**src/hw/rtl/lned_pkg.sv**
```systemverilog
// lned_pkg: shared types and constants of the line editor
// character codes, result kinds, character classes, controller/datapath bundles
// no dependencies
`timescale 1ns / 1ps
`default_nettype none

package lned_pkg;

   localparam int LINE_DEPTH = 32;
   localparam int ADDR_W     = (LINE_DEPTH > 1) ? $clog2(LINE_DEPTH) : 1;
   localparam int FILL_W     = $clog2(LINE_DEPTH + 1);
   localparam int CHAR_W     = 7;

   localparam logic [CHAR_W-1:0] CH_NL     = 7'h0A;
   localparam logic [CHAR_W-1:0] CH_CR     = 7'h0D;
   localparam logic [CHAR_W-1:0] CH_BS     = 7'h08;
   localparam logic [CHAR_W-1:0] CH_DEL    = 7'h7F;
   localparam logic [CHAR_W-1:0] CH_HASH   = 7'h23;
   localparam logic [CHAR_W-1:0] CH_CTRL_R = 7'h12;
   localparam logic [CHAR_W-1:0] CH_AT     = 7'h40;
   localparam logic [CHAR_W-1:0] CH_CTRL_U = 7'h15;
   localparam logic [CHAR_W-1:0] CH_CTRL_W = 7'h17;
   localparam logic [CHAR_W-1:0] CH_SP     = 7'h20;
   localparam logic [CHAR_W-1:0] CH_NUL    = 7'h00;

   typedef enum logic [1:0] {
      KIND_ECHO = 2'd0,
      KIND_DATA = 2'd1,
      KIND_EOL  = 2'd2
   } kind_type;

   typedef enum logic [2:0] {
      CLS_NEWLINE,
      CLS_ERASE,
      CLS_HASH,
      CLS_REPRINT,
      CLS_KILL,
      CLS_ORD
   } cls_type;

   typedef struct packed {
      logic              load_char;
      logic              fill_dec;
      logic              fill_clr;
      logic              store_wr;
      logic              idx_clr;
      logic              idx_inc;
      logic              emit;
      logic              emit_from_ram;
      kind_type          emit_kind;
      logic [CHAR_W-1:0] emit_char;
      logic              emit_last;
   } cmd_type;

   typedef struct packed {
      cls_type cls;
      logic    fill_zero;
      logic    fill_full;
      logic    idx_last;
      logic    slot_free;
   } status_type;

endpackage

`default_nettype wire

```
**src/hw/rtl/lned_ram.sv**
```systemverilog
// lned_ram: generic simple dual-port ram, one write and one registered read port
// no dependencies
`timescale 1ns / 1ps
`default_nettype none

module lned_ram #(
   parameter int WIDTH = 8,
   parameter int DEPTH = 32
) (
   input  wire logic                                      clock,
   input  wire logic                                      wr_en,
   input  wire logic [((DEPTH > 1) ? $clog2(DEPTH) : 1)-1:0] wr_addr,
   input  wire logic [WIDTH-1:0]                          wr_data,
   input  wire logic [((DEPTH > 1) ? $clog2(DEPTH) : 1)-1:0] rd_addr,
   output logic      [WIDTH-1:0]                          rd_data
);

   logic [WIDTH-1:0] mem_ff [DEPTH];
   logic [WIDTH-1:0] rd_data_ff;

   always_ff @(posedge clock) begin
      if (wr_en) begin
         mem_ff[wr_addr] <= wr_data;
      end
      rd_data_ff <= mem_ff[rd_addr];
   end

   assign rd_data = rd_data_ff;

endmodule

`default_nettype wire

```
**src/hw/rtl/lned_datapath.sv**
```systemverilog
// lned_datapath: character register, fill count, read index, line store, result register
// depends on lned_pkg and lned_ram
`timescale 1ns / 1ps
`default_nettype none

module lned_datapath (
   input  wire logic                          clock,
   input  wire logic                          reset,
   input  wire logic [7:0]                    req_rx_char,
   input  wire logic                          rsp_ready,
   input  wire lned_pkg::cmd_type             cmd,
   output lned_pkg::status_type               status,
   output logic                               rsp_valid,
   output logic [1:0]                         rsp_out_kind,
   output logic [lned_pkg::CHAR_W-1:0]        rsp_out_char,
   output logic                               rsp_last
);

   logic [lned_pkg::CHAR_W-1:0] char_ff, char_in;
   logic [lned_pkg::FILL_W-1:0] fill_ff, fill_in;
   logic [lned_pkg::ADDR_W-1:0] idx_ff, idx_in;
   logic                        valid_ff, valid_in;
   lned_pkg::kind_type          kind_ff, kind_in;
   logic [lned_pkg::CHAR_W-1:0] ochar_ff, ochar_in;
   logic                        last_ff, last_in;
   logic [lned_pkg::CHAR_W-1:0] ram_data;
   logic [lned_pkg::FILL_W-1:0] fill_m1;
   lned_pkg::cls_type           cls;

   lned_ram #(
      .WIDTH (lned_pkg::CHAR_W),
      .DEPTH (lned_pkg::LINE_DEPTH)
   ) u_store (
      .clock   (clock),
      .wr_en   (cmd.store_wr),
      .wr_addr (fill_ff[lned_pkg::ADDR_W-1:0]),
      .wr_data (char_ff),
      .rd_addr (idx_ff),
      .rd_data (ram_data)
   );

   always_comb begin
      case (char_ff) inside
         lned_pkg::CH_NL, lned_pkg::CH_CR:                     cls = lned_pkg::CLS_NEWLINE;
         lned_pkg::CH_BS, lned_pkg::CH_DEL:                    cls = lned_pkg::CLS_ERASE;
         lned_pkg::CH_HASH:                                    cls = lned_pkg::CLS_HASH;
         lned_pkg::CH_CTRL_R:                                  cls = lned_pkg::CLS_REPRINT;
         lned_pkg::CH_AT, lned_pkg::CH_CTRL_U, lned_pkg::CH_CTRL_W: cls = lned_pkg::CLS_KILL;
         default:                                              cls = lned_pkg::CLS_ORD;
      endcase
   end

   assign fill_m1 = lned_pkg::FILL_W'(fill_ff - lned_pkg::FILL_W'(1));

   always_comb begin
      status.cls       = cls;
      status.fill_zero = (fill_ff == '0);
      status.fill_full = (fill_ff == lned_pkg::FILL_W'(lned_pkg::LINE_DEPTH));
      status.idx_last  = (lned_pkg::FILL_W'(idx_ff) == fill_m1);
      status.slot_free = !valid_ff || rsp_ready;
   end

   always_comb begin
      char_in = cmd.load_char ? req_rx_char[lned_pkg::CHAR_W-1:0] : char_ff;

      fill_in = fill_ff;
      if (cmd.fill_clr) begin
         fill_in = '0;
      end else if (cmd.fill_dec) begin
         fill_in = fill_m1;
      end else if (cmd.store_wr) begin
         fill_in = lned_pkg::FILL_W'(fill_ff + lned_pkg::FILL_W'(1));
      end

      idx_in = idx_ff;
      if (cmd.idx_clr) begin
         idx_in = '0;
      end else if (cmd.idx_inc) begin
         idx_in = lned_pkg::ADDR_W'(idx_ff + lned_pkg::ADDR_W'(1));
      end

      valid_in = valid_ff && !rsp_ready;
      kind_in  = kind_ff;
      ochar_in = ochar_ff;
      last_in  = last_ff;
      if (cmd.emit) begin
         valid_in = 1'b1;
         kind_in  = cmd.emit_kind;
         ochar_in = cmd.emit_from_ram ? ram_data : cmd.emit_char;
         last_in  = cmd.emit_last;
      end
   end

   always_ff @(posedge clock) begin
      if (reset) begin
         fill_ff  <= '0;
         valid_ff <= 1'b0;
      end else begin
         fill_ff  <= fill_in;
         valid_ff <= valid_in;
      end
      char_ff  <= char_in;
      idx_ff   <= idx_in;
      kind_ff  <= kind_in;
      ochar_ff <= ochar_in;
      last_ff  <= last_in;
   end

   assign rsp_valid    = valid_ff;
   assign rsp_out_kind = kind_ff;
   assign rsp_out_char = ochar_ff;
   assign rsp_last     = last_ff;

endmodule

`default_nettype wire

```
**src/hw/rtl/lned_ctrl.sv**
```systemverilog
// lned_ctrl: sequencer that decodes a character and steps the datapath through its beats
// depends on lned_pkg
`timescale 1ns / 1ps
`default_nettype none

module lned_ctrl (
   input  wire logic                 clock,
   input  wire logic                 reset,
   input  wire logic                 req_valid,
   output logic                      req_ready,
   input  wire lned_pkg::status_type status,
   output lned_pkg::cmd_type         cmd
);

   typedef enum logic [3:0] {
      ST_IDLE,
      ST_DECODE,
      ST_RUB_BS1,
      ST_RUB_SP,
      ST_RUB_BS2,
      ST_NL_ECHO,
      ST_RD,
      ST_DATA,
      ST_EOL
   } state_type;

   typedef enum logic [1:0] {
      MODE_DELIVER,
      MODE_REPRINT,
      MODE_KILL
   } mode_type;

   state_type state_ff, state_in;
   mode_type  mode_ff, mode_in;

   always_comb begin
      state_in = state_ff;
      mode_in  = mode_ff;
      cmd      = '0;
      cmd.emit_kind = lned_pkg::KIND_ECHO;
      cmd.emit_char = lned_pkg::CH_NUL;

      case (state_ff)
         ST_IDLE: begin
            if (req_valid) begin
               cmd.load_char = 1'b1;
               state_in      = ST_DECODE;
            end
         end
         ST_DECODE: begin
            state_in = ST_IDLE;
            case (status.cls)
               lned_pkg::CLS_NEWLINE: begin
                  cmd.idx_clr = 1'b1;
                  mode_in     = MODE_DELIVER;
                  state_in    = status.fill_zero ? ST_EOL : ST_RD;
               end
               lned_pkg::CLS_ERASE: begin
                  if (!status.fill_zero) begin
                     cmd.fill_dec = 1'b1;
                     state_in     = ST_RUB_BS1;
                  end
               end
               lned_pkg::CLS_HASH: begin
                  cmd.fill_dec = !status.fill_zero;
               end
               lned_pkg::CLS_REPRINT: begin
                  cmd.idx_clr = 1'b1;
                  mode_in     = MODE_REPRINT;
                  state_in    = ST_NL_ECHO;
               end
               lned_pkg::CLS_KILL: begin
                  cmd.fill_clr = 1'b1;
                  mode_in      = MODE_KILL;
                  state_in     = ST_NL_ECHO;
               end
               default: begin
                  cmd.store_wr = !status.fill_full;
               end
            endcase
         end
         ST_RUB_BS1: begin
            if (status.slot_free) begin
               cmd.emit      = 1'b1;
               cmd.emit_char = lned_pkg::CH_BS;
               state_in      = ST_RUB_SP;
            end
         end
         ST_RUB_SP: begin
            if (status.slot_free) begin
               cmd.emit      = 1'b1;
               cmd.emit_char = lned_pkg::CH_SP;
               state_in      = ST_RUB_BS2;
            end
         end
         ST_RUB_BS2: begin
            if (status.slot_free) begin
               cmd.emit      = 1'b1;
               cmd.emit_char = lned_pkg::CH_BS;
               cmd.emit_last = 1'b1;
               state_in      = ST_IDLE;
            end
         end
         ST_NL_ECHO: begin
            if (status.slot_free) begin
               cmd.emit      = 1'b1;
               cmd.emit_char = lned_pkg::CH_NL;
               cmd.emit_last = (mode_ff == MODE_KILL) || status.fill_zero;
               state_in      = cmd.emit_last ? ST_IDLE : ST_RD;
            end
         end
         ST_RD: begin
            // store read of the current index lands next cycle
            state_in = ST_DATA;
         end
         ST_DATA: begin
            if (status.slot_free) begin
               cmd.emit          = 1'b1;
               cmd.emit_from_ram = 1'b1;
               cmd.emit_kind     = (mode_ff == MODE_DELIVER) ? lned_pkg::KIND_DATA
                                                             : lned_pkg::KIND_ECHO;
               cmd.emit_last     = (mode_ff != MODE_DELIVER) && status.idx_last;
               cmd.idx_inc       = 1'b1;
               if (!status.idx_last) begin
                  state_in = ST_RD;
               end else if (mode_ff == MODE_DELIVER) begin
                  state_in = ST_EOL;
               end else begin
                  state_in = ST_IDLE;
               end
            end
         end
         ST_EOL: begin
            if (status.slot_free) begin
               cmd.emit      = 1'b1;
               cmd.emit_kind = lned_pkg::KIND_EOL;
               cmd.emit_char = lned_pkg::CH_NUL;
               cmd.emit_last = 1'b1;
               cmd.fill_clr  = 1'b1;
               state_in      = ST_IDLE;
            end
         end
         default: begin
            state_in = ST_IDLE;
         end
      endcase
   end

   always_ff @(posedge clock) begin
      if (reset) begin
         state_ff <= ST_IDLE;
         mode_ff  <= MODE_DELIVER;
      end else begin
         state_ff <= state_in;
         mode_ff  <= mode_in;
      end
   end

   assign req_ready = (state_ff == ST_IDLE);

endmodule

`default_nettype wire

```
**src/hw/rtl/line_editor_with_erase_kill.sv**
```systemverilog
// line_editor_with_erase_kill: top level of the terminal line editor
// depends on lned_pkg, lned_ctrl, lned_datapath (which holds lned_ram)
//
// usage
//  - req channel: one received character per beat (req_rx_char, bit 7 ignored)
//  - rsp channel: result beats of kind echo, line character or end of line;
//    rsp_last marks the final beat caused by one character
//  - a character that gives no result (stored, dropped on a full line,
//    '#' or an erase on an empty line) passes only the decode step before req_ready returns
//  - erase echo: 3 beats, one per cycle while the receiver keeps up
//  - kill: one newline echo beat
//  - reprint and line delivery walk the line store with a store read step
//    and then a result register load step per stored character, plus the
//    newline echo or end-of-line beat
//  - the store read port has registered data, which sets the separate read step
//  - a one-beat result register sits on rsp; req_ready comes back as soon as
//    the sequencer is done, even while the last beat still waits to be taken
//  - when the receiver stalls, the sequencer holds in its current step and
//    the result register keeps its beat unchanged
//  - reset clears the fill count, the sequencer and rsp_valid; store contents
//    are left as they are and are never read before being written
`timescale 1ns / 1ps
`default_nettype none

module line_editor_with_erase_kill (
   input  wire logic       clock,
   input  wire logic       reset,
   input  wire logic       req_valid,
   output logic            req_ready,
   input  wire logic [7:0] req_rx_char,
   output logic            rsp_valid,
   input  wire logic       rsp_ready,
   output logic [1:0]      rsp_out_kind,
   output logic [6:0]      rsp_out_char,
   output logic            rsp_last
);

   // command bundle from the sequencer, status bundle back from the datapath
   lned_pkg::cmd_type    cmd;
   lned_pkg::status_type status;

   lned_ctrl u_ctrl (
      .clock     (clock),
      .reset     (reset),
      .req_valid (req_valid),
      .req_ready (req_ready),
      .status    (status),
      .cmd       (cmd)
   );

   lned_datapath u_datapath (
      .clock        (clock),
      .reset        (reset),
      .req_rx_char  (req_rx_char),
      .rsp_ready    (rsp_ready),
      .cmd          (cmd),
      .status       (status),
      .rsp_valid    (rsp_valid),
      .rsp_out_kind (rsp_out_kind),
      .rsp_out_char (rsp_out_char),
      .rsp_last     (rsp_last)
   );

endmodule

`default_nettype wire
```
**config.mk**
```make
export PLATFORM = sky130hd
export DESIGN_NAME = line_editor_with_erase_kill
export DESIGN_NICKNAME = d
export VERILOG_FILES = /design/src/hw/rtl/lned_pkg.sv /design/src/hw/rtl/lned_ram.sv /design/src/hw/rtl/lned_datapath.sv /design/src/hw/rtl/lned_ctrl.sv /design/src/hw/rtl/line_editor_with_erase_kill.sv
export SDC_FILE = /design/constraint.sdc
export NUM_CORES = 1
export LEC_CHECK = 0
export BUFFER_PORTS_ARGS = -buffer_cell sky130_fd_sc_hd__clkbuf_2
export CAP_MARGIN = 20
export CORE_ASPECT_RATIO = 2
export CORE_MARGIN = 2
export CORE_UTILIZATION = 50
export CTS_BUF_LIST = sky130_fd_sc_hd__clkbuf_8
export CTS_CLUSTER_DIAMETER = 150
export DETAILED_ROUTE_END_ITERATION = 16
export PLACE_DENSITY = 0.65
export SLEW_MARGIN = 20
export SYNTH_ARGS = -nofsm -noshare
export SYNTH_HDL_FRONTEND = slang
export SYNTH_SLANG_ARGS = --single-unit
```
**constraint.sdc**
```tcl
create_clock -name clock -period 8.4 [get_ports clock]
set_input_delay 0.84 -clock clock [delete_from_list [all_inputs] [get_ports clock]]
set_output_delay 0.84 -clock clock [all_outputs]
set_load 0.05 [all_outputs]
```
==> flow_summary.ini, run 1 <==
[synth]
ys.warnings.count = 0
yosys.area.top_type_share_pct = 66.00
synth.distinct_cells = 59
avgSynthCellArea_sq_um = 18.00
yosysSeqAreaShare_pct = 70.57
synth.cell_area_sq_um = 10960
synth_compound_area_share_pct = 2.910
ys_seq_elements = 266
syn_inst = 609
synth_top_family_by_area = multiplexers
ys.flop_type = edfxtp_1
synth_common_cells = edfxtp_1, mux4_2, nor2_1
synth_edf_count = 241
synth.area.top_cells = edfxtp_1, mux4_2, dfxtp_1
yosys.area_share.adder_pct = 0.6847
synth.most_common_cell = edfxtp_1
syn_nets = 627
synth_xor_area_share_pct = 1.278
yosysTopAreaCell = edfxtp_1
muxShareOfSynthArea_pct = 15.67
ys_async_sr_fraction_pct = 0
yosys.area_share.simple_pct = 7.052

[global_route]
grt_pass1_wl_microns = 34110
grt_pass1_vias = 5880
antenna_found_initial = 0
grt_max_degree = 61
overflow = 0
grt_usage_pct = 20.25

[cells_and_area]
antenna_cells = 0
final.fill_count = 1679
multi_input_area_sq_um = 3025
drive_above_1_share_pct = 23.16
stdcell_count = 938
nets = 661
areaGrowthSynthToFinish_pct = 8.775
regArea_sq_um = 7745

[timing]
rsz0062_at_grt = no
tightestPinTransition_ps = 960.5
slew_violations = 0
slew_headroom_pct = 35.88
hold_ws_ps = 494.6
clock_skew_ps = 18.70
setup_tns_ps = 0
hold_violations = 0
fin_ws_ps = 5068
setup_viol = 0
max_freq_mhz = 300.1
period_minus_slack_ps = 3332
post-route-period-util_pct = 39.67

[power_and_ir_drop]
ir_worst_vdd_mv = 0.08827
p_leak_nw = 3.699
p_per_area_nw_per_um2 = 201.5

[clock_network]
cts_tree = done
cts-buffers-inserted = 35
root_buffer = clkbuf_8
post_cts_buffers = 0
cts_hold_buf = 0
clockBufferDepth = 3
clock-sinks = 266
path_clk_slew_ps = 70
clock_latency_ps = 530
htreeDepth = 2
cts_resized = 0

[worst_setup_path]
path_class = reg2reg
cp-startpoint = u_datapath.fill_ff[2]$_SDFFE_PP0P_
end_kind = register
start_kind = register
r2r-end = u_datapath.u_store.mem_ff[5][4]$_DFFE_PP_
path_max_fanout = 14
endpoint = u_datapath.u_store.mem_ff[5][4]$_DFFE_PP_
regToRegSetupSlack_ps = 5070
reg2regPathDepth = 6
r2r_start = u_datapath.fill_ff[2]$_SDFFE_PP0P_
cp.arrival_ps = 3490
crit_required_ps = 8560

[die]
dieArea_sq_um = 23200
die_w_microns = 108.7
rows = 76
io_pins = 24
core_area_sq_um = 21490
initial_utilization_pct = 51.02
die_h_microns = 213.4

[drt]
postRouteAntennaNets = 0
wl_per_cell_microns = 23.85
drtIter0Drc = 464
met1_length_microns = 7773
met2_length_microns = 12610
num_vias = 5579
firstDrtPassIters = 5
routed_wl_microns = 22370
top_layer = met4
via_per_inst = 5.948
drc = 0
wl_met3_microns = 864

[placement]
numPortBuffers = 22
dp_hpwl_microns = 14660
dp.cells = 878
place_congestion = 0.8606
pre_cts_ws_ps = 4611

[run]
drv_cap = 0

[min_path]
hp-class = in2reg

[status]
status = finished, final reports clean
## stage by stage
| step | total power (W) | area [sq um] | utilization, % |
|---|---|---|---|
| CTS | 0.002426 | 11910 | 55.43 |
| detailed placement | 0.001578 | 11310 | 52.62 |
| finish | 0.002403 | 11930 | 55.50 |
| global route | 0.002481 | 11930 | 55.50 |
| global placement | 0.001572 | 11310 | 52.62 |
| floorplan | 0.001545 | 10960 | - |
## area by class of cell
type                       count  area share (%)
inverter                       7          0.2203
multi-input combinational    302           25.37
clock inverter                22          0.7868
timing repair buffer          31           1.553
sequential                   266           64.94
clock buffer                  37           4.270
tap                          273           2.864
## cells in the final DEF (no fill, tap or decap), drive strengths merged, types with 6 or more instances in the layout
cell,instances
edfxtp,241
mux4,70
nor2,62
clkbuf,59
dfxtp,25
nand2,21
inv,15
nor3,15
a21oi,14
clkinv,13
xnor2,11
o21ai,9
and2,9
buf,9
mux2,7
nor4,7
nand3,6
ha,6
## worst max-delay path: stages (launching register included)
cell     delay [ps]
dfxtp_1         680
or3_1           390
o221a_1         290
nand3_1         180
nor2_1          300
nand2_1         380
nor2_1          740
## layer usage
metal	track usage [%]	up-vias
met3	2.918	53
met1	22.02	2836
met2	36.92	184
met4	11.63	0
li1	-	2506
met5	0	-
## cell families after synthesis
family | count (synthesis)
and+or+nand+nor | 152
AOI/OAI and AO/OA | 47
DFF | 266
muxes | 81
adders and majority gates | 6
buffers and inverters | 41
xor gates and xnor gates | 16
## sequential cells by signal, indices dropped and copies added (netlist names)
signal and flops:
u_datapath.char_ff 7, u_ctrl.state_ff 4, u_datapath.rsp_out_kind 2, u_datapath.rsp_last 1, u_datapath.fill_ff 6, u_ctrl.mode_ff 2, u_datapath.rsp_valid 1, u_datapath.u_store.mem_ff 224
u_datapath.rsp_out_char 7, u_datapath.idx_ff 5, u_datapath.u_store.rd_data 7
## report_power, final
| group | internal, W | switching (W) | total, W |
|---|---|---|---|
| registers | 0.00145 | 0.00000874 | 0.00146 |
| logic | 0.0000269 | 0.0000596 | 0.0000865 |
| clock network | 0.000408 | 0.000446 | 0.000853 |
## how the worst min path moves through the flow
| stage | start | cells past startpoint | end | slack [ps] |
|---|---|---|---|---|
| after CTS | req_rx_char[1] | 1 | u_datapath.char_ff[1]$_DFFE_PP_ | 470 |
| after global placement | u_datapath.u_store.rd_data[2]$_DFF_P_ | 1 | u_datapath.rsp_out_char[2]$_SDFFCE_PN0P_ | 510 |
| after global routing | req_rx_char[1] | 1 | u_datapath.char_ff[1]$_DFFE_PP_ | 480 |
| after floorplan | u_datapath.u_store.rd_data[0]$_DFF_P_ | 1 | u_datapath.rsp_out_char[0]$_SDFFCE_PN0P_ | 480 |
| final | req_rx_char[1] | 1 | u_datapath.char_ff[1]$_DFFE_PP_ | 490 |
| after detailed placement | u_datapath.u_store.rd_data[4]$_DFF_P_ | 1 | u_datapath.rsp_out_char[4]$_SDFFCE_PN0P_ | 510 |
(Power assumes the default switching activity.)
==> run 2: changes to the inputs <==
PLACE_DENSITY = 0.67   (was 0.65)
clock period = 2.7 ns   (was 8.4 ns; I/O delays follow)
==> flow_summary.ini, run 2 (synthesis gave the netlist of run 1 again) <==
[status]
status = finished, final reports clean

[placement]
numPortBuffers = 22
pre_cts_ws_ps = 251.1
place_congestion = 0.9632
dp_hpwl_microns = 15640

[cells_and_area]
nets = 724
largest_register = u_datapath.u_store.mem_ff
antenna_cells = 0
layout_commonest_cell = edfxtp_1
drive_above_1_share_pct = 30.23
mostFrequentLayoutCells = edfxtp_1, mux4_2, nor2_1, buf_4, clkbuf_8
largest_register_ff_count = 224
final.fill_count = 1613
areaGrowthSynthToFinish_pct = 14.87

[clock_network]
post_cts_buffers = 0
cts_hold_buf = 7
htreeDepth = 2
cts_tree = done
clock-sinks = 266
root_buffer = clkbuf_8
clockBufferDepth = 3
clock_latency_ps = 510
cts_resized = 0
cts-buffers-inserted = 35
path_clk_slew_ps = 60

[timing]
fin_ws_ps = 240.8
period_minus_slack_ps = 2459
slew_violations = 0
rsz0062_at_grt = no
setup_viol = 0
post-route-period-util_pct = 91.08
hold_violations = 0
tightestPinTransition_ps = 502.7
clock_skew_ps = 21.80
setup_tns_ps = 0
slew_headroom_pct = 66.34
max_freq_mhz = 406.6

[drt]
routed_wl_microns = 22990
met1_length_microns = 8148
drc = 0
met2_length_microns = 12980
wl_per_cell_microns = 22.89
drtIter0Drc = 445
via_per_inst = 5.886
top_layer = met4
num_vias = 5910
firstDrtPassIters = 5
postRouteAntennaNets = 0
wl_met3_microns = 892

[worst_setup_path]
cp.arrival_ps = 2790
path_max_fanout = 3
start_kind = register
path_class = reg2reg
end_kind = register
crit_required_ps = 3030

[global_route]
overflow = 0
antenna_found_initial = 0
grt_pass1_vias = 6223
grt_usage_pct = 20.72
grt_max_degree = 45
grt_pass1_wl_microns = 35210

[die]
initial_utilization_pct = 51.02
die_h_microns = 213.4
io_pins = 24
dieArea_sq_um = 23200
rows = 76
core_area_sq_um = 21490
die_w_microns = 108.7

[power_and_ir_drop]
p_per_area_nw_per_um2 = 636.6
p_leak_nw = 4.090
ir_worst_vdd_mv = 0.4453

[min_path]
hp-class = in2reg

[run]
drv_cap = 0
-- run 2: changes by cell type in the layout (fill, tap and decap cells not counted), moves of 2 or more --
cell	before	now
clkinv_2	6	11
buf_4	8	62
buf_12	0	3
inv_1	15	10
dlygate4sd3_1	0	7
bufinv_16	0	5
clkinv_1	7	5
-- run 2: final cells by class --
type / instances / area [sq um] / share of cell area [%]
clock buffers: 36 / 495.5 / 3.934
clock inverters: 26 / 251.5 / 1.997
inverters: 7 / 26.28 / 0.2086
multi-input cells: 302 / 3032 / 24.07
flip-flops and latches: 266 / 7742 / 61.47
well taps: 273 / 341.6 / 2.712
repair buffers: 94 / 705.7 / 5.603
-- run 2: where the power goes --
part / leakage, nW / internal [W] / switching (W) / total [W]
sequential: 2.39 / 0.00453 / 0.0000197 / 0.00455
clock: 0.401 / 0.00174 / 0.00142 / 0.00316
combinational: 1.29 / 0.000107 / 0.000205 / 0.000312
-- run 2: routing by layer --
metal	vias to the layer above	global-route usage [%]
li1	2631	-
met1	3032	22.83
met3	52	2.857
met2	195	38.47
met5	-	0
met4	0	10.04
-- run 2: critical path: stages, from the launching register on --
cell	delay, ps
dfxtp_1	310
inv_1	100
ha_1	280
nor3b_1	430
xnor2_1	150
or4_1	430
or4b_1	490
o31ai_1	90
-- run 2: final timing paths --
| check | from | endpoint | slack [ps] | cells past startpoint |
|---|---|---|---|---|
| setup / recovery | u_datapath.fill_ff[0]$_SDFFE_PP0P_ | u_datapath.rsp_last$_DFFE_PP_ | 240 | 7 |
| hold / removal | reset | u_ctrl.state_ff[1]$_SDFFE_PP0P_ | 80 | 2 |
| setup reg to reg | u_datapath.fill_ff[0]$_SDFFE_PP0P_ | u_datapath.rsp_last$_DFFE_PP_ | 240 | 7 |
| hold reg to reg | u_datapath.u_store.rd_data[2]$_DFF_P_ | u_datapath.rsp_out_char[2]$_SDFFCE_PN0P_ | 510 | 1 |
-- run 2: per-stage QoR --
stage	hold slack, ps	std cells	util [%]	instance area, sq um	total power [W]
finish	75.97	1004	58.61	12590	0.008017
global route	54.46	1004	58.61	12590	0.008265
CTS	31.94	1004	58.61	12590	0.008092
detailed placement	448.7	935	54.80	11780	0.004938
global placement	446.9	935	54.80	11780	0.004924
floorplan	368.9	609	-	10970	0.004809
==> run 3: changes to the inputs <==
REMOVE_ABC_BUFFERS = 1   (was unset)
==> flow_summary.ini, run 3 (synthesis gave the netlist of run 1 again) <==
[status]
status = finished, final reports clean

[timing]
max_freq_mhz = 373.4
slew_violations = 0
hold_violations = 0
slew_headroom_pct = 50.30
setup_viol = 0
clock_skew_ps = 20.87
tightestPinTransition_ps = 742.8
rsz0062_at_grt = yes
period_minus_slack_ps = 2678
post-route-period-util_pct = 99.19
fin_ws_ps = 21.85
hold_ws_ps = 37.39

[clock_network]
path_clk_slew_ps = 70
clock-sinks = 266
htreeDepth = 2
cts_tree = done
root_buffer = clkbuf_8
cts-buffers-inserted = 36
clockBufferDepth = 3
clock_latency_ps = 540

[cells_and_area]
regArea_sq_um = 7742
mostFrequentLayoutCells = edfxtp_1, mux4_2, nor2_1
antenna_cells = 0
largest_register = u_datapath.u_store.mem_ff
stdcell_count = 996
multi_input_area_sq_um = 3035
drive_above_1_share_pct = 28.49
final.fill_count = 1642
areaGrowthSynthToFinish_pct = 13.25
largest_register_ff_count = 224
layout_commonest_cell = edfxtp_1
nets = 716

[worst_setup_path]
crit_slowest_cell = nor2_1
crit_required_ps = 2870
cpPeakStageDelay_ps = 660
path_max_fanout = 10
start_kind = register
path_cells = and3b_1, o2111a_1, nor3b_1, nand2_2, nor2_1
end_kind = register
cp.arrival_ps = 2850
path_class = reg2reg
reg2regPathDepth = 5
regToRegSetupSlack_ps = 20

[global_route]
grt_usage_pct = 21.64
overflow = 0
grt_pass1_vias = 6173
grt_pass1_wl_microns = 36270
antenna_found_initial = 0
grt_max_degree = 59

[run]
drv_cap = 0

[min_path]
whs_path_depth = 2
hp-class = in2reg

[drt]
via_per_inst = 5.898
wl_per_cell_microns = 23.93
postRouteAntennaNets = 0
num_vias = 5874
routed_wl_microns = 23840
drtIter0Drc = 557
drc = 0
firstDrtPassIters = 4

[power_and_ir_drop]
p_per_area_nw_per_um2 = 610.6
p_leak_nw = 4.010
finalPower_w = 0.007582
ir_worst_vdd_mv = 0.3192

[die]
rows = 76
io_pins = 24
die_h_microns = 213.4
initial_utilization_pct = 51.02
dieArea_sq_um = 23200
core_area_sq_um = 21490
die_w_microns = 108.7

[placement]
numPortBuffers = 22
dp.cells = 926
pre_cts_ws_ps = 64.45
dp_hpwl_microns = 16500
place_congestion = 0.8656
[run 3: cell count changes in the layout (fill, tap and decap cells not counted), sizes merged]
cell      previous run  this run
clkinv              17        14
clkinvlp             1         0
clkbuf              58        60
inv                 10        18
buf                 65        56
bufinv               5         0
[run 3: where the power goes]
part / internal, W / switching, W / total (W)
clock network: 0.00131 / 0.00141 / 0.00272
registers: 0.00453 / 0.0000239 / 0.00455
logic: 0.000108 / 0.000201 / 0.000310
total: 0.00594 / 0.00164 / 0.00758
[run 3: cell type report]
| cell class | instances | share of cell area (%) |
|---|---|---|
| clock inverters | 25 | 0.8565 |
| multi-input cells | 302 | 24.45 |
| clock buffers | 38 | 4.212 |
| flip-flops and latches | 266 | 62.35 |
| repair buffers | 85 | 5.169 |
| well taps | 273 | 2.751 |
| inverters | 7 | 0.2116 |
[run 3: worst max-delay path: cells and delay by family (launching register included)]
kind / cells / cell delay, ps
flip-flops: 1 / 520
AO/OA/AOI/OAI: 1 / 270
AND/OR/NAND/NOR: 4 / 1520
[run 3: metrics by stage]
stage	instance area (sq um)	utilization [%]	setup TNS (ps)
floorplan	10790	-	-14980
global placement	11700	54.46	0
detailed placement	11700	54.46	0
CTS	12400	57.71	0
global route	12420	57.78	-1378
finish	12420	57.78	0
[run 3: path summary, 6_finish.rpt]
path,end,from
max,u_datapath.u_store.mem_ff[23][4]$_DFFE_PP_,u_datapath.char_ff[2]$_DFFE_PP_
min,u_ctrl.state_ff[3]$_SDFFE_PP0P_,reset
max reg2reg,u_datapath.u_store.mem_ff[23][4]$_DFFE_PP_,u_datapath.char_ff[2]$_DFFE_PP_
min reg2reg,u_datapath.rsp_out_char[0]$_SDFFCE_PN0P_,u_datapath.u_store.rd_data[0]$_DFF_P_
[run 3: layer usage]
| layer | global-route usage [%] | up-vias | share of wire, % |
|---|---|---|---|
| li1 | - | 2617 | - |
| met1 | 23.71 | 3027 | 35 |
| met2 | 41.53 | 189 | 58 |
| met3 | 2.857 | 41 | 3.7 |
| met4 | 8.179 | 0 | 2.8 |
| met5 | 0 | - | 0 |
[run 3: what timing repair did]
item                       4_1_cts  5_1_grt
hold endpoints to repair         7        0
setup endpoints to repair        0      196
gates resized for setup          0        5
hold buffers                     7        0
setup buffers                    0        0
